## src/hdl/gdbd_pkg.sv

```systemverilog
// ----------------------------------------------------------------------------
// gdbd_pkg
// Shared types and constants for the Gregorian day counter: the command word
// from controller to datapath and the fixed arithmetic constants.
// ----------------------------------------------------------------------------
package gdbd_pkg;

    localparam int DAY_W   = 5;
    localparam int MONTH_W = 4;
    localparam int YEAR_W  = 14;
    localparam int COUNT_W = 22;

    // day numbers from year 0 exceed 2^22 but stay below 2^23 for 14-bit years
    localparam int DNUM_W  = 23;

    localparam int MUL_A_W = 14;
    localparam int MUL_B_W = 11;
    localparam int PROD_W  = MUL_A_W + MUL_B_W;

    // floor(q / 25) = (q * 1311) >> 15, exact for q below 4096
    localparam logic [MUL_B_W-1:0] RECIP_25   = 11'd1311;
    localparam int                 RECIP_SHIFT = 15;
    localparam logic [MUL_B_W-1:0] CENTURY    = 11'd100;
    localparam logic [MUL_B_W-1:0] YEAR_DAYS  = 11'd365;

    localparam logic [COUNT_W-1:0] COUNT_MAX  = {COUNT_W{1'b1}};

    // accept edge to strobe cycle
    localparam int LATENCY = 14;

    typedef enum logic [3:0] {
        OP_NONE,
        OP_LOAD,
        OP_DIVP,
        OP_DIVY,
        OP_REM,
        OP_YDAYS,
        OP_SUM1,
        OP_SUM2,
        OP_FINISH
    } t_op;

    typedef struct packed {
        t_op  op;
        logic sel;      // 0: start date, 1: end date
    } t_cmd;

    // days before the first of the month in a common year
    function automatic logic [8:0] month_start(input logic [MONTH_W-1:0] m);
        logic [8:0] v;
        case (m)
            4'd1:    v = 9'd0;
            4'd2:    v = 9'd31;
            4'd3:    v = 9'd59;
            4'd4:    v = 9'd90;
            4'd5:    v = 9'd120;
            4'd6:    v = 9'd151;
            4'd7:    v = 9'd181;
            4'd8:    v = 9'd212;
            4'd9:    v = 9'd243;
            4'd10:   v = 9'd273;
            4'd11:   v = 9'd304;
            4'd12:   v = 9'd334;
            default: v = 9'd0;
        endcase
        return v;
    endfunction

endpackage

```

## src/hdl/gregorian_days_between_dates_top.sv

```systemverilog
// ----------------------------------------------------------------------------
// gregorian_days_between_dates_top
// Counts the days from a start date to an end date in the Gregorian
// calendar, flagging an out-of-range month or a start after the end.
// ----------------------------------------------------------------------------
// Usage:
//   Present both dates and raise start; the word is taken at a rising edge
//   where start is high and busy is low. busy then stays high while the
//   controller walks the datapath through the day number of each date
//   (divide by 100 twice, remainder, year*365, leap sum, month and day)
//   and the final subtract-and-clamp.
//   Result: o_strobe is high for one cycle, registered from the final
//   step, with o_day_count and o_date_error valid in that cycle.
//   A new word is taken only once busy is low again, after the 13
//   controller steps around the single shared multiplier and the idle state.
//   On a bad date o_date_error is 1 and o_day_count is 0. Counts above
//   the 22-bit range saturate; negative walks from impossible days give 0.
//   The receiver cannot stall: the result holds only until the next word
//   finishes. Reset (synchronous, active low) returns the controller to idle
//   and drops any word in progress without a strobe.
// ----------------------------------------------------------------------------
module gregorian_days_between_dates_top (
    input  logic                           i_clk,
    input  logic                           i_rst_n,
    input  logic                           start,
    output logic                           busy,
    input  logic [gdbd_pkg::DAY_W-1:0]     i_start_day,
    input  logic [gdbd_pkg::MONTH_W-1:0]   i_start_month,
    input  logic [gdbd_pkg::YEAR_W-1:0]    i_start_year,
    input  logic [gdbd_pkg::DAY_W-1:0]     i_end_day,
    input  logic [gdbd_pkg::MONTH_W-1:0]   i_end_month,
    input  logic [gdbd_pkg::YEAR_W-1:0]    i_end_year,
    output logic                           o_strobe,
    output logic [gdbd_pkg::COUNT_W-1:0]   o_day_count,
    output logic                           o_date_error
);
    import gdbd_pkg::*;

    t_cmd cmd;

    // sequencer
    gdbd_ctrl u_ctrl (
        .i_clk    (i_clk),
        .i_rst_n  (i_rst_n),
        .start    (start),
        .busy     (busy),
        .o_strobe (o_strobe),
        .o_cmd    (cmd)
    );

    // arithmetic
    gdbd_datapath u_datapath (
        .i_clk         (i_clk),
        .i_cmd         (cmd),
        .i_start_day   (i_start_day),
        .i_start_month (i_start_month),
        .i_start_year  (i_start_year),
        .i_end_day     (i_end_day),
        .i_end_month   (i_end_month),
        .i_end_year    (i_end_year),
        .o_day_count   (o_day_count),
        .o_date_error  (o_date_error)
    );

    // result comes back a fixed time after acceptance
    a_latency : assert property (@(posedge i_clk) disable iff (!i_rst_n)
        (start && !busy) |-> ##LATENCY o_strobe)
        else $error("result strobe missing after accepted word");

    // strobe only once the sequence has finished
    a_strobe_idle : assert property (@(posedge i_clk) disable iff (!i_rst_n)
        o_strobe |-> !busy)
        else $error("strobe while controller still busy");

    // error results carry a zero count
    a_error_zero : assert property (@(posedge i_clk) disable iff (!i_rst_n)
        (o_strobe && o_date_error) |-> (o_day_count == '0))
        else $error("error result with non-zero count");

    // acceptance starts the sequence
    a_accept_busy : assert property (@(posedge i_clk) disable iff (!i_rst_n)
        (start && !busy) |=> busy)
        else $error("accepted word did not start the sequence");

endmodule

```

## src/hdl/gdbd_ctrl.sv

```systemverilog
// ----------------------------------------------------------------------------
// gdbd_ctrl
// Sequencer for the day counter: steps the datapath through the day number
// of the start date, then of the end date, then the final difference.
// ----------------------------------------------------------------------------
module gdbd_ctrl (
    input  logic          i_clk,
    input  logic          i_rst_n,
    input  logic          start,
    output logic          busy,
    output logic          o_strobe,
    output gdbd_pkg::t_cmd o_cmd
);
    import gdbd_pkg::*;

    typedef enum logic [3:0] {
        ST_IDLE,
        ST_DIVP,
        ST_DIVY,
        ST_REM,
        ST_YDAYS,
        ST_SUM1,
        ST_SUM2,
        ST_FINISH
    } t_state;

    t_state r_state, n_state;
    logic   r_sel, n_sel;
    logic   r_strobe, n_strobe;

    // next state and command decode
    always_comb begin
        n_state  = r_state;
        n_sel    = r_sel;
        n_strobe = 1'b0;
        o_cmd.op  = OP_NONE;
        o_cmd.sel = r_sel;
        case (r_state)
            ST_IDLE: begin
                if (start) begin
                    o_cmd.op = OP_LOAD;
                    n_sel    = 1'b0;
                    n_state  = ST_DIVP;
                end
            end
            ST_DIVP: begin
                o_cmd.op = OP_DIVP;
                n_state  = ST_DIVY;
            end
            ST_DIVY: begin
                o_cmd.op = OP_DIVY;
                n_state  = ST_REM;
            end
            ST_REM: begin
                o_cmd.op = OP_REM;
                n_state  = ST_YDAYS;
            end
            ST_YDAYS: begin
                o_cmd.op = OP_YDAYS;
                n_state  = ST_SUM1;
            end
            ST_SUM1: begin
                o_cmd.op = OP_SUM1;
                n_state  = ST_SUM2;
            end
            ST_SUM2: begin
                o_cmd.op = OP_SUM2;
                if (r_sel) begin
                    n_state = ST_FINISH;
                end else begin
                    n_sel   = 1'b1;
                    n_state = ST_DIVP;
                end
            end
            ST_FINISH: begin
                o_cmd.op = OP_FINISH;
                n_strobe = 1'b1;
                n_state  = ST_IDLE;
            end
            default: begin
                n_state = ST_IDLE;
            end
        endcase
    end

    // hold state and strobe
    always_ff @(posedge i_clk) begin
        if (!i_rst_n) begin
            r_state  <= ST_IDLE;
            r_sel    <= 1'b0;
            r_strobe <= 1'b0;
        end else begin
            r_state  <= n_state;
            r_sel    <= n_sel;
            r_strobe <= n_strobe;
        end
    end

    assign busy     = (r_state != ST_IDLE);
    assign o_strobe = r_strobe;

endmodule

```

## src/hdl/gdbd_datapath.sv

```systemverilog
// ----------------------------------------------------------------------------
// gdbd_datapath
// Day-number datapath: one shared multiplier forms year*365, the divisions
// by 100 and the century product for year % 100, adders build the day number
// of each date, and the final step subtracts, clamps and flags bad dates.
// ----------------------------------------------------------------------------
module gdbd_datapath (
    input  logic                           i_clk,
    input  gdbd_pkg::t_cmd                 i_cmd,
    input  logic [gdbd_pkg::DAY_W-1:0]     i_start_day,
    input  logic [gdbd_pkg::MONTH_W-1:0]   i_start_month,
    input  logic [gdbd_pkg::YEAR_W-1:0]    i_start_year,
    input  logic [gdbd_pkg::DAY_W-1:0]     i_end_day,
    input  logic [gdbd_pkg::MONTH_W-1:0]   i_end_month,
    input  logic [gdbd_pkg::YEAR_W-1:0]    i_end_year,
    output logic [gdbd_pkg::COUNT_W-1:0]   o_day_count,
    output logic                           o_date_error
);
    import gdbd_pkg::*;

    // captured word
    logic [DAY_W-1:0]   r_sd, r_ed;
    logic [MONTH_W-1:0] r_sm, r_em;
    logic [YEAR_W-1:0]  r_sy, r_ey;

    // working registers
    logic [7:0]        r_cp;     // (year-1) / 100
    logic [7:0]        r_cy;     // year / 100
    logic [6:0]        r_ry;     // year % 100
    logic [DNUM_W-1:0] r_acc;
    logic [DNUM_W-1:0] r_dn_start, r_dn_end;
    logic [COUNT_W-1:0] r_count;
    logic               r_error;

    logic [YEAR_W-1:0]  y_sel, p_sel;
    logic [MONTH_W-1:0] m_sel;
    logic [DAY_W-1:0]   d_sel;
    logic [YEAR_W-3:0]  q4p, q4y;
    logic [MUL_A_W-1:0] mul_a;
    logic [MUL_B_W-1:0] mul_b;
    logic [PROD_W-1:0]  prod;
    logic [12:0]        leaps;
    logic               leap_add;
    logic [DNUM_W-1:0]  dnum;
    logic [DNUM_W:0]    diff;
    logic               bad;

    // select the date in work
    assign y_sel = i_cmd.sel ? r_ey : r_sy;
    assign m_sel = i_cmd.sel ? r_em : r_sm;
    assign d_sel = i_cmd.sel ? r_ed : r_sd;
    assign p_sel = y_sel - YEAR_W'(1);
    assign q4p   = p_sel[YEAR_W-1:2];
    assign q4y   = y_sel[YEAR_W-1:2];

    // steer the shared multiplier
    always_comb begin
        mul_a = '0;
        mul_b = '0;
        case (i_cmd.op)
            OP_DIVP: begin
                mul_a = MUL_A_W'(q4p);
                mul_b = RECIP_25;
            end
            OP_DIVY: begin
                mul_a = MUL_A_W'(q4y);
                mul_b = RECIP_25;
            end
            OP_REM: begin
                mul_a = MUL_A_W'(r_cy);
                mul_b = CENTURY;
            end
            OP_YDAYS: begin
                mul_a = y_sel;
                mul_b = YEAR_DAYS;
            end
            default: begin
                mul_a = '0;
                mul_b = '0;
            end
        endcase
    end

    assign prod = PROD_W'(mul_a) * PROD_W'(mul_b);

    // leap years before the year: p/4 - p/100 + p/400 + 1, none before year 0
    assign leaps = (y_sel == '0) ? 13'd0
                 : 13'(q4p) + 13'(r_cp[7:2]) + 13'd1 - 13'(r_cp);

    // extra day after February in a leap year
    assign leap_add = (m_sel > MONTH_W'(2)) && (y_sel[1:0] == 2'b00)
                    && ((r_ry != '0) || (r_cy[1:0] == 2'b00));

    assign dnum = r_acc + DNUM_W'(month_start(m_sel)) + DNUM_W'(leap_add)
                + DNUM_W'(d_sel);

    assign diff = {1'b0, r_dn_end} - {1'b0, r_dn_start};

    // month out of range, or start later than end
    always_comb begin
        bad = 1'b0;
        if (!(r_sm inside {[4'd1:4'd12]}) || !(r_em inside {[4'd1:4'd12]})) begin
            bad = 1'b1;
        end else if (r_sy > r_ey) begin
            bad = 1'b1;
        end else if ((r_sy == r_ey) && (r_sm > r_em)) begin
            bad = 1'b1;
        end else if ((r_sy == r_ey) && (r_sm == r_em) && (r_sd > r_ed)) begin
            bad = 1'b1;
        end
    end

    // advance the datapath on each command
    always_ff @(posedge i_clk) begin
        case (i_cmd.op)
            OP_LOAD: begin
                r_sd <= i_start_day;
                r_sm <= i_start_month;
                r_sy <= i_start_year;
                r_ed <= i_end_day;
                r_em <= i_end_month;
                r_ey <= i_end_year;
            end
            OP_DIVP: begin
                r_cp <= prod[RECIP_SHIFT+7:RECIP_SHIFT];
            end
            OP_DIVY: begin
                r_cy <= prod[RECIP_SHIFT+7:RECIP_SHIFT];
            end
            OP_REM: begin
                r_ry <= 7'(y_sel - prod[YEAR_W-1:0]);
            end
            OP_YDAYS: begin
                r_acc <= prod[DNUM_W-1:0];
            end
            OP_SUM1: begin
                r_acc <= r_acc + DNUM_W'(leaps);
            end
            OP_SUM2: begin
                if (i_cmd.sel) begin
                    r_dn_end <= dnum;
                end else begin
                    r_dn_start <= dnum;
                end
            end
            OP_FINISH: begin
                r_error <= bad;
                if (bad || diff[DNUM_W]) begin
                    r_count <= '0;
                end else if (diff[DNUM_W-1]) begin
                    r_count <= COUNT_MAX;
                end else begin
                    r_count <= diff[COUNT_W-1:0];
                end
            end
            default: begin
                r_count <= r_count;
            end
        endcase
    end

    assign o_day_count  = r_count;
    assign o_date_error = r_error;

endmodule

```

## config.mk

```make
export PLATFORM = sky130hd
export DESIGN_NAME = gregorian_days_between_dates_top
export DESIGN_NICKNAME = d
export VERILOG_FILES = /design/src/hdl/gdbd_pkg.sv /design/src/hdl/gregorian_days_between_dates_top.sv /design/src/hdl/gdbd_ctrl.sv /design/src/hdl/gdbd_datapath.sv
export SDC_FILE = /design/constraint.sdc
export NUM_CORES = 1
export LEC_CHECK = 0
export BUFFER_PORTS_ARGS = -buffer_cell sky130_fd_sc_hd__clkbuf_2
export CAP_MARGIN = 20
export CORE_MARGIN = 1.5
export CORE_UTILIZATION = 55
export CTS_BUF_LIST = sky130_fd_sc_hd__clkbuf_2 sky130_fd_sc_hd__clkbuf_4 sky130_fd_sc_hd__clkbuf_8
export DETAILED_ROUTE_END_ITERATION = 8
export PLACE_DENSITY = 0.85
export SYNTH_ARGS = -nofsm -noshare
export SYNTH_HDL_FRONTEND = slang
export SYNTH_SLANG_ARGS = --single-unit
```

## constraint.sdc

```tcl
create_clock -name i_clk -period 10.42 [get_ports i_clk]
set_clock_uncertainty 0.05 [all_clocks]
set_input_delay 1.563 -clock i_clk [delete_from_list [all_inputs] [get_ports i_clk]]
set_output_delay 1.563 -clock i_clk [all_outputs]
set_load 0.02 [all_outputs]
```

======== Word level (Yosys, flattened, before mapping) ========
Memory sizes are Yosys's and may differ from the RTL's.
Index checks and enable logic that the tools add are counted.
W data, S select, Z words.
storage, ports and cells
  flip-flop bits (word level) ............. 167
  bits in latches ......................... 0
  RAM bits ................................ 0
  bits in read-only memories .............. 144
  input bits .............................. 49
  output and inout bits ................... 25
  logic and storage cells ................. 100
  memories ................................ 1
cells by class
  $add $sub $neg .......................... 10
  $mul .................................... 1
  divide/modulo/power cells ............... 0
  $lt $le $gt $ge ......................... 8
  equality and inequality tests ........... 18
  shift-type cells ........................ 0
  mux-type cells .......................... 20
  bitwise operators ....................... 1
  reduce and logical (&&, ||, !) cells .... 24
memory list
  name              depth  width  read ports  clocked after memory_dff  wr ports  RTL line        RTL
  (name not given)  16     9      1           0                         0         gdbd_pkg.sv:51  case (m)
operators by type and width
  kind                     number
  $pmux W14 S4             1
  $pmux W23 S2             1
  $pmux W11 S3             1
  $eq A4 B3 Y1 const B     8
  $pmux W4 S8              1
  $pmux W4 S7              1
  $sub A23 B23 Y24         1
  $add A23 B1 Y23          1
  $add A23 B13 Y23         1
  $add A23 B5 Y23          1
  $add A23 B9 Y23          1
  $mul A14 B11 Y23         1
  $mux W22                 1
  $eq A4 B2 Y1 const B     4
  $eq A14 B14 Y1           1
  $gt A14 B14 Y1           1
  $logic_not A14 Y1        1
  $mux W14                 1
  $sub A14 B1 Y14 const B  1
  $add A12 B6 Y13          1
  $add A13 B1 Y13 const B  1
  $mux W13                 1
  $sub A13 B8 Y13          1
  $eq A4 B1 Y1 const B     2
  other kinds (25)         47

======== Logic depth before layout (Yosys ltp) ========
Gate-level depths: netlist of run 1.
  word-level depth ........................ 8
  gate-level depth with buffers ........... 30
  gate-level depth less buffers ........... 28

======== Modules after synthesis ========
Synthesis of run 1 repeated with hierarchy kept, for this count alone.
second synthesis, totals
  cells, all modules ...................... 1438
  area total of the unflattened synthesis .. 14664.1 um^2
by module, submodules not included
  module         times used  cells each  area an instance (um^2)
  gdbd_datapath  1           1408        14420.1
  gdbd_ctrl      1           30          244.0

======== Worst setup path before layout of run 1 ========
Ideal clock, no wire load.
  path type ............................... input -> register
  start ................................... input start
  end ..................................... register u_datapath.r_acc[16] (data pin)
  setup time .............................. 260 ps
  arrival ................................. 7408 ps
  data required time ...................... 10110 ps
  setup slack ............................. 2702 ps
  stages on the path ...................... 26
  path buffers ............................ 2
  path through ............................ o21ai_1 -> nand2b_1 -> clkbuf_1 -> clkbuf_1 -> nor2_1 -> a211oi_1 -> o21ai_1 -> inv_1 -> fa_1 -> fa_1 -> inv_1 -> fa_1 -> inv_1 -> fa_1 -> inv_1 -> fa_1 -> inv_1 -> ha_1 -> a211oi_1 -> o21ai_0 -> o221ai_2 -> nand2_1 -> a21oi_1 -> o21ai_0 -> xor2_1 -> mux2_2
on the way
  longest elaborated chain between the ends .. 7
  elaborated cells between the ends (all ways) .. 12
  classes of those cells .................. mul: 1; eq/ne: 5; mux: 5; reduce/logical: 1
ends and longest elaborated chain
  element                            RTL line                                RTL
  start: declaration                 gregorian_days_between_dates_top.sv:25  input logic start,
  $mux W1 *                          gdbd_ctrl.sv:40                         if (start) begin
  $pmux W4 S8 *                      gdbd_ctrl.sv:38                         case (r_state)
  $eq A4 B2 Y1                       gdbd_datapath.sv:60                     case (i_cmd.op)
  $reduce_or A2 Y1 (no source line)  -
  $pmux W11 S3                       gdbd_datapath.sv:60
  $mul A14 B11 Y23 *                 gdbd_datapath.sv:84                     assign prod = PROD_W'(mul_a) * PROD_W'(mul_b);
  named net u_datapath.prod[16]      gdbd_datapath.sv:41                     logic [PROD_W-1:0] prod;
  $pmux W23 S2 *                     gdbd_datapath.sv:115                    case (i_cmd.op)
  end signal: assignment             gdbd_datapath.sv:134                    r_acc <= prod[DNUM_W-1:0];
  end signal: assignment             gdbd_datapath.sv:137                    r_acc <= r_acc + DNUM_W'(leaps);
  end: declaration                   gdbd_datapath.sv:30                     logic [DNUM_W-1:0] r_acc;
The timed path passes the listed nets; every way through them passes the cells marked *.
A chain may end at the register's enable or synchronous reset.

======== Final worst setup path of run 1 ========
Same ends and word-level chain as after synthesis.

==> results of run 1 <==
## placed cells by master (no fill, tap or decap), drive strengths merged, types with 23 or more instances in the layout
cell type    n
a21o        27
a21oi       78
clkbuf      90
edfxtp     161
fa          94
ha         187
inv        248
nand2       84
nand3       23
nor2       136
nor3        25
o21ai       78
xnor2       69
xor2        40
## cell families (layout without fill, tap and decap cells)
group           count (synthesis)  after routing  synth area share (%)
compound gates                276            276                  11.9
xor+xnor                      109            109                  6.40
fa+ha+maj                     281            281                  28.3
buf+inv                       267            355                  6.87
flops                         166            166                  33.1
mux                            28             28                  2.08
other cells                     2              4                0.0504
simple gates                  360            360                  11.3
## worst max-delay path: cells and delay by family
family / cells / cell delay (ps)
adders and majority gates: 6 / 2920
AOI/OAI and AO/OA: 7 / 1680
and+or+nand+nor: 4 / 1370
buffers and inverters: 6 / 450
muxes: 1 / 280
xor gates and xnor gates: 1 / 180
## synth_stat cells (3+ instances only)
| cell type | number | area share, % |
|---|---|---|
| sky130_fd_sc_hd__inv_1 | 237 | 6.0 |
| sky130_fd_sc_hd__ha_1 | 187 | 16 |
| sky130_fd_sc_hd__edfxtp_1 | 161 | 32 |
| sky130_fd_sc_hd__nor2_1 | 133 | 3.3 |
| sky130_fd_sc_hd__fa_1 | 94 | 13 |
| sky130_fd_sc_hd__nand2_1 | 84 | 2.1 |
| sky130_fd_sc_hd__a21oi_1 | 77 | 2.6 |
| sky130_fd_sc_hd__xnor2_1 | 69 | 4.1 |
| sky130_fd_sc_hd__o21ai_0 | 65 | 2.2 |
| sky130_fd_sc_hd__xor2_1 | 40 | 2.4 |
| sky130_fd_sc_hd__a21o_1 | 27 | 1.4 |
| sky130_fd_sc_hd__nand3_1 | 23 | 0.77 |
| sky130_fd_sc_hd__nor3_1 | 23 | 0.77 |
| sky130_fd_sc_hd__clkbuf_1 | 18 | 0.45 |
| sky130_fd_sc_hd__nand2b_1 | 16 | 0.67 |
| sky130_fd_sc_hd__or3_1 | 16 | 0.67 |
| sky130_fd_sc_hd__mux2i_1 | 15 | 1.0 |
| sky130_fd_sc_hd__nor2b_1 | 14 | 0.59 |
| sky130_fd_sc_hd__o211ai_1 | 14 | 0.71 |
| sky130_fd_sc_hd__and2_1 | 11 | 0.46 |
| sky130_fd_sc_hd__mux2_2 | 11 | 0.83 |
| sky130_fd_sc_hd__o21ai_1 | 11 | 0.37 |
| sky130_fd_sc_hd__a211oi_1 | 10 | 0.50 |
| sky130_fd_sc_hd__and3_1 | 10 | 0.42 |
| sky130_fd_sc_hd__nand4_1 | 10 | 0.42 |
| sky130_fd_sc_hd__o21a_1 | 10 | 0.50 |
| sky130_fd_sc_hd__o21bai_1 | 10 | 0.50 |
| sky130_fd_sc_hd__a31oi_1 | 8 | 0.34 |
| sky130_fd_sc_hd__buf_2 | 6 | 0.20 |
| sky130_fd_sc_hd__o22ai_1 | 6 | 0.25 |
| sky130_fd_sc_hd__dfxtp_1 | 5 | 0.67 |
| sky130_fd_sc_hd__a211o_1 | 4 | 0.23 |
| sky130_fd_sc_hd__nor3b_1 | 4 | 0.20 |
| sky130_fd_sc_hd__nor4_1 | 4 | 0.17 |
| sky130_fd_sc_hd__o21ba_1 | 4 | 0.27 |
| sky130_fd_sc_hd__o21ba_2 | 4 | 0.27 |
| sky130_fd_sc_hd__inv_2 | 3 | 0.076 |
| sky130_fd_sc_hd__nor2_2 | 3 | 0.13 |
| sky130_fd_sc_hd__o31ai_1 | 3 | 0.15 |
## metrics by stage
stage,worst slack [ps],std cells,utilization [%],area (um^2)
finish,2140,1920,60.3,16200
global route,1980,1920,60.3,16200
CTS,2300,1919,60.2,16100
detailed placement,1880,1887,58.5,15700
global placement,2150,1887,58.5,15700
floorplan,2700,1491,-,14900
## area by class of cell
cell class	instances	area (um^2)	share of cell area, %
clock inverter	15	218	1.35
tap	341	427	2.64
clock buffer	17	234	1.45
inverter	240	901	5.58
sequential	166	4940	30.6
timing repair buffer	83	460	2.85
multi-input combinational	1058	8970	55.6
## registers in the layout, summed over array words and instances, names as in the netlist, 7 cells and up
signal and flops:
u_datapath.r_dn_end 23, u_datapath.r_ry 7, u_datapath.r_cp 8, u_datapath.o_day_count 22, u_datapath.r_sy 14, u_datapath.r_acc 23, u_datapath.r_dn_start 23, u_datapath.r_ey 14
u_datapath.r_cy 8
## worst max-delay path by stage
stage	from	endpoint	slack, ps	depth (start not counted)
after floorplan	start	u_datapath.r_acc[16]$_DFFE_PP_	2700	26
after global placement	start	u_datapath.r_acc[16]$_DFFE_PP_	2150	25
after detailed placement	start	u_datapath.r_acc[16]$_DFFE_PP_	1880	25
after CTS	start	u_datapath.r_acc[16]$_DFFE_PP_	2300	25
after global routing	start	u_datapath.r_acc[16]$_DFFE_PP_	1980	25
final	start	u_datapath.r_acc[16]$_DFFE_PP_	2140	25
## routing by layer
metal / vias to the layer above / wire, um / GRT usage, % / part of all wire [%]
met5: - / 0 / 0 / 0
met4: 0 / 1210 / 10.0 / 3.7
met3: 66 / 1700 / 4.25 / 5.2
met2: 352 / 16400 / 44.5 / 50
met1: 5213 / 13300 / 28.7 / 41
li1: 5224 / - / - / -
==> qor.tcl, run 1 <==
set qor(critPathCaptureType) {flip-flop}
set qor(drive_gt1_share_pct) 10.1
set qor(synthToLayoutAreaGrowth_pct) 8.34
set qor(tns_ps) 0
set qor(std_cell_rows) 60
set qor(hp-start) {u_ctrl.r_state[0]$_SDFFE_PN0P_}
set qor(ioPinCount) 74
set qor(post-cts-setup-buffer-count) 0
set qor(tritoncts) {yes}
set qor(hold_violations) 0
set qor(ys_types) 68
set qor(postSynthRegisterBits) 166
set qor(crit_arrival_ps) 8450
set qor(cts_made_buffers) 17
set qor(initial_utilization_pct) 55.6
set qor(critical_path.slowest_cell) {sky130_fd_sc_hd__fa_1}
set qor(timing_worst_slew_pin_value_ps) 1010
set qor(synth_edf_count) 161
set qor(final_period_minus_worst_setup_slack_ps) 8280
set qor(cts_hold_buf) 0
set qor(async_flop_share_pct) 0
set qor(gp_congestion) 0.959
set qor(grt_overflow_total) 0
set qor(synth-main-ff-cell) {sky130_fd_sc_hd__edfxtp_1}
set qor(timing.setup.critical_path_class) {input port to flip-flop}
set qor(nature_of_the_critical_path_startpoint) {input port}
set qor(clk_latency_ps) 470
set qor(yosysWarnings) 0
set qor(worstReg2RegEnd) {u_datapath.r_acc[16]$_DFFE_PP_}
set qor(whs_endpoint) {u_ctrl.r_state[0]$_SDFFE_PN0P_}
set qor(critical_path.max_fanout) 16
set qor(gr-usage-all-layers_pct) 24.5
set qor(fillerInstances) 2152
set qor(status) {complete, no violations}
set qor(worst_hold_depth) 2
set qor(clkSlewWorstSetupHoldPaths_ps) 100
set qor(achievable-frequency_ghz) 0.121
set qor(r2r.worst_path.cells) 27
set qor(avgViaCountPerCell) 5.65
set qor(finalHoldWorstSlack_ps) 494
set qor(drv.max_cap_violation_count) 0
set qor(half_perimeter_wire_length_after_placement_mm) 26.1
set qor(wl_mm) 32.7
set qor(post_cts.resized_instances) 0
set qor(clock_sink_count) 166
set qor(first_global_vias) 11265
set qor(setup_repair_after_global_routing_missed_its_margin) {no}
set qor(core_area_um2) 26800
set qor(final.period_utilization_pct) 79.5
set qor(ff2ff_setup_slack_ps) 2350
set qor(cts_max_path_buffers) 2
set qor(numPortBuffers) 73
set qor(root_buffer) {sky130_fd_sc_hd__clkbuf_8}
set qor(syn-instance-count) 1489
set qor(syn_avg_cell_area_um2) 10.0
set qor(antenna_violating_nets_post_route) 0
set qor(synth_seq_area_share_pct) 33.1
set qor(design.die.area_um2) 28100
set qor(critPathMaxStageDelay_ps) 540
set qor(number_of_antenna_violations_at_the_first_check_in_global_routing) 0
set qor(synth.cell_area_um2) 14900
set qor(timing.max_slew.rel_slack_pct) 30.9
set qor(worstReg2RegStart) {u_ctrl.r_sel$_SDFFE_PN0P_}
set qor(critPathRequiredTime_ps) 10590
set qor(post_drt_wl_per_cell_um) 17.0
set qor(report.final.setup_viol) 0
set qor(overall_via_count_from_detail_route) 10855
set qor(diodes) 0
set qor(first_pass_grt_wire_length_mm) 54.5
set qor(chip_height_um) 168
set qor(htree_num_levels) 4
set qor(route.detailed.drc) 0
set qor(grt_start_max_net_pins) 47
set qor(dr.first_iter.drc_count) 866
set qor(final_net_count) 1896
set qor(detailed_routing_iterations_pass_1) 5
set qor(hold_path.class) {flip-flop to flip-flop}
set qor(fp.dieW_um) 168
set qor(timing_max_transition_violations_final) 0
Power of run 1 is left out: the tool's default activity adds up to more than one toggle a clock period on the data nets, which glitch-free logic cannot reach.
==> run 2: changes to the inputs <==
--- a/config.mk
+++ b/config.mk
@@ -5,13 +5,14 @@
 export SDC_FILE = /design/constraint.sdc
 export NUM_CORES = 1
 export LEC_CHECK = 0
+export ABC_AREA = 1
 export BUFFER_PORTS_ARGS = -buffer_cell sky130_fd_sc_hd__clkbuf_2
 export CAP_MARGIN = 20
 export CORE_MARGIN = 1.5
 export CORE_UTILIZATION = 55
 export CTS_BUF_LIST = sky130_fd_sc_hd__clkbuf_2 sky130_fd_sc_hd__clkbuf_4 sky130_fd_sc_hd__clkbuf_8
 export DETAILED_ROUTE_END_ITERATION = 8
-export PLACE_DENSITY = 0.85
+export PLACE_DENSITY = 0.87
 export SYNTH_ARGS = -nofsm -noshare
 export SYNTH_HDL_FRONTEND = slang
 export SYNTH_SLANG_ARGS = --single-unit
==> constraint.sdc (replaced) <==
create_clock -name i_clk -period 7.6 [get_ports i_clk]
set_clock_uncertainty 0.05 [all_clocks]
set_input_delay 1.14 -clock i_clk [delete_from_list [all_inputs] [get_ports i_clk]]
set_output_delay 1.14 -clock i_clk [all_outputs]
set_load 0.02 [all_outputs]
==> run 2 against run 1 <==
Net effect:
- area after synthesis grew 13%
- global-route usage is 2.9 points higher
- via count rose by 31%
- register-to-register slack lost 1800 ps
==> qor.tcl, run 2 <==
set qor(status) {complete, no violations} ;# unchanged
set qor(chip_height_um) 178 ;# was 168 um
set qor(grt_start_max_net_pins) 47 ;# unchanged
set qor(overall_via_count_from_detail_route) 14229 ;# was 10855
set qor(final.period_utilization_pct) 92.4
set qor(detailed_routing_iterations_pass_1) 7 ;# was 5
set qor(half_perimeter_wire_length_after_placement_mm) 34.5 ;# was 26.1 mm
set qor(synthToLayoutAreaGrowth_pct) 7.44 ;# was 8.34%
set qor(syn_avg_cell_area_um2) 7.81 ;# was 10.0 um^2
set qor(clk_latency_ps) 510 ;# was 470 ps
set qor(commonest_cells_after_routing_fill_and_taps_aside) {sky130_fd_sc_hd__nand2_1, sky130_fd_sc_hd__inv_1, sky130_fd_sc_hd__ha_1} ;# was sky130_fd_sc_hd__inv_1, sky130_fd_sc_hd__ha_1, sky130_fd_sc_hd__edfxtp_1
set qor(diodes) 0 ;# unchanged
set qor(timing_max_transition_violations_final) 0 ;# unchanged
set qor(drive_gt1_share_pct) 8.22 ;# was 10.1%
set qor(critPathMaxStageDelay_ps) 600 ;# was 540 ps
set qor(setup_repair_after_global_routing_missed_its_margin) {no} ;# unchanged
set qor(post_drt_wl_per_cell_um) 15.7 ;# was 17.0 um
set qor(synth_top_area_share_pct) 28.8 ;# was 32.4%
set qor(clkSlewWorstSetupHoldPaths_ps) 110 ;# was 100 ps
set qor(critPathRequiredTime_ps) 7810 ;# was 10590 ps
set qor(first_global_vias) 13796 ;# was 11265
set qor(avgViaCountPerCell) 5.39 ;# was 5.65
set qor(largestRegisters) {u_datapath.r_acc: 23 flops, u_datapath.r_dn_end: 23 flops, u_datapath.r_dn_start: 23 flops} ;# unchanged
set qor(critical_path.slowest_cell) {sky130_fd_sc_hd__fa_1} ;# unchanged
set qor(cts_made_buffers) 17 ;# unchanged
set qor(post_cts.resized_instances) 0 ;# unchanged
set qor(std_cell_rows) 63 ;# was 60
set qor(timing.setup.critical_path_class) {flip-flop to flip-flop} ;# was input port to flip-flop
set qor(root_buffer) {sky130_fd_sc_hd__clkbuf_8} ;# unchanged
set qor(hold_path.class) {flip-flop to flip-flop} ;# unchanged
set qor(ys_top_cells_by_area) {sky130_fd_sc_hd__edfxtp_1, sky130_fd_sc_hd__ha_1, sky130_fd_sc_hd__nand2_1, sky130_fd_sc_hd__fa_1, sky130_fd_sc_hd__inv_1} ;# was sky130_fd_sc_hd__edfxtp_1, sky130_fd_sc_hd__ha_1, sky130_fd_sc_hd__fa_1, sky130_fd_sc_hd__inv_1, sky130_fd_sc_hd__xnor2_1
set qor(synth-main-ff-cell) {sky130_fd_sc_hd__edfxtp_1} ;# unchanged
set qor(yosysMostFrequentCell) {sky130_fd_sc_hd__nand2_1} ;# was sky130_fd_sc_hd__inv_1
set qor(synth_edf_count) 161 ;# unchanged
set qor(core_area_um2) 29900 ;# was 26800 um^2
set qor(antenna_violating_nets_post_route) 0 ;# unchanged
set qor(ioPinCount) 74 ;# unchanged
set qor(cts_max_path_buffers) 2 ;# unchanged
set qor(hold_violations) 0 ;# unchanged
set qor(gp_congestion) 0.990 ;# was 0.959
set qor(initial_utilization_pct) 56.2 ;# was 55.6%
set qor(critical_path.max_fanout) 24 ;# was 16
set qor(post-cts-setup-buffer-count) 0 ;# unchanged
set qor(critPathCaptureType) {flip-flop} ;# unchanged
set qor(gr-usage-all-layers_pct) 27.5 ;# was 24.5%
set qor(drv.max_cap_violation_count) 0 ;# unchanged
set qor(fp.dieW_um) 178 ;# was 168 um
set qor(clock_sink_count) 166 ;# unchanged
set qor(syn-instance-count) 2152 ;# was 1489
set qor(synth_seq_area_share_pct) 29.4 ;# was 33.1%
set qor(cts_hold_buf) 0 ;# unchanged
set qor(mostFrequentLayoutCell) {sky130_fd_sc_hd__nand2_1} ;# was sky130_fd_sc_hd__inv_1
set qor(design.die.area_um2) 31600 ;# was 28100 um^2
set qor(ys_types) 45 ;# was 68
set qor(fillerInstances) 2573 ;# was 2152
set qor(final_period_minus_worst_setup_slack_ps) 7020
set qor(grt_overflow_total) 0 ;# unchanged
set qor(async_flop_share_pct) 0 ;# unchanged
set qor(multi_input_comb_area_um2) 10100 ;# was 8970 um^2
set qor(tns_ps) 0 ;# unchanged
set qor(final_net_count) 2568 ;# was 1896
set qor(nature_of_the_critical_path_startpoint) {flip-flop} ;# was input port
set qor(worst_path_dominant_cell_family) {adder cells} ;# unchanged
set qor(leading_post_synthesis_cells_by_instance_count) {sky130_fd_sc_hd__nand2_1, sky130_fd_sc_hd__inv_1, sky130_fd_sc_hd__ha_1} ;# was sky130_fd_sc_hd__inv_1, sky130_fd_sc_hd__ha_1, sky130_fd_sc_hd__edfxtp_1
set qor(htree_num_levels) 4 ;# unchanged
set qor(crit_arrival_ps) 7230 ;# was 8450 ps
set qor(area.sequential_um2) 4930 ;# was 4940 um^2
set qor(number_of_antenna_violations_at_the_first_check_in_global_routing) 0 ;# unchanged
set qor(finalHoldWorstSlack_ps) 491 ;# was 494 ps
set qor(route.detailed.drc) 0 ;# unchanged
set qor(synth.cell_area_um2) 16800 ;# was 14900 um^2
set qor(first_pass_grt_wire_length_mm) 67.5 ;# was 54.5 mm
set qor(achievable-frequency_ghz) 0.142
set qor(numPortBuffers) 73 ;# unchanged
set qor(report.final.setup_viol) 0 ;# unchanged
set qor(postSynthRegisterBits) 166 ;# unchanged
set qor(timing.max_slew.rel_slack_pct) 31.9 ;# was 30.9%
set qor(yosysWarnings) 0 ;# unchanged
set qor(critPathBufInv) 7 ;# was 6
set qor(wl_mm) 41.4 ;# was 32.7 mm
set qor(synth_top_area_cell) {sky130_fd_sc_hd__edfxtp_1} ;# unchanged
set qor(timing_worst_slew_pin_value_ps) 1020 ;# was 1010 ps
set qor(tritoncts) {yes} ;# unchanged
set qor(dr.first_iter.drc_count) 1104 ;# was 866
## run 2: changes by cell type after synthesis, moves of 19 or more
cell,change
sky130_fd_sc_hd__nand2_2,+22
sky130_fd_sc_hd__inv_1,+209
sky130_fd_sc_hd__nand3b_1,+26
sky130_fd_sc_hd__xnor2_1,-54
sky130_fd_sc_hd__nand3_1,+90
sky130_fd_sc_hd__nand2_1,+517
sky130_fd_sc_hd__nor2_1,+19
sky130_fd_sc_hd__a21o_1,-22
## run 2: final cells by class
type,count,area share (%)
Timing Repair Buffer,82,2.47
Clock inverter,15,1.08
Inverter,454,9.44
Multi-Input combinational cell,1517,55.7
Sequential cell,166,27.3
Tap cell,390,2.70
Clock buffer,17,1.30
## run 2: worst register-to-register path, delay by kind of cell, from the launching register on
family | cells | cell delay [ps]
compound gates | 1 | 310
fa+ha+maj | 6 | 3000
buf+inv | 7 | 830
flops | 1 | 330
simple gates | 14 | 2250
## run 2: metrics by stage
step           cells  instance area (um^2)  worst slack (ps)  utilization [%]
5_1_grt         2641                 18100               252             60.4
3_5_place_dp    2608                 17600               523             58.9
6_report        2641                 18100               578             60.4
3_3_place_gp    2608                 17600               653             58.9
2_1_floorplan   2154                 16800              1230                -
4_1_cts         2640                 18000               673             60.4
## run 2: worst paths after layout
| path | cells after the start | slack, ps | startpoint | to |
|---|---|---|---|---|
| worst min register to register | 2 | 490 | u_ctrl.r_state[0]$_SDFFE_PN0P_ | u_ctrl.r_state[0]$_SDFFE_PN0P_ |
| worst max-delay path | 28 | 580 | u_ctrl.r_sel$_SDFFE_PN0P_ | u_datapath.r_cy[3]$_DFFE_PP_ |
| worst max register to register | 28 | 580 | u_ctrl.r_sel$_SDFFE_PN0P_ | u_datapath.r_cy[3]$_DFFE_PP_ |
| worst min-delay path | 2 | 490 | u_ctrl.r_state[0]$_SDFFE_PN0P_ | u_ctrl.r_state[0]$_SDFFE_PN0P_ |
## run 2: per-layer routing
metal | vias up | track usage [%] | share of wire, %
li1 | 6969 | - | -
met1 | 6633 | 32.7 | 40
met2 | 505 | 48.7 | 49
met3 | 122 | 3.51 | 6.0
met4 | 0 | 13.7 | 4.5
met5 | - | 0 | 0
## run 2: cells by family (layout without fill, tap and decap cells)
| family | Yosys count | count (layout) | synth area share [%] |
|---|---|---|---|
| xor+xnor | 52 | 52 | 2.71 |
| simple gates | 998 | 998 | 25.9 |
| fa+ha+maj | 281 | 281 | 25.1 |
| flops | 166 | 166 | 29.4 |
| other cells | 2 | 4 | 0.0447 |
| buf+inv | 471 | 568 | 10.9 |
| compound gates | 182 | 182 | 5.89 |
Power of run 2 is left out for the same reason.
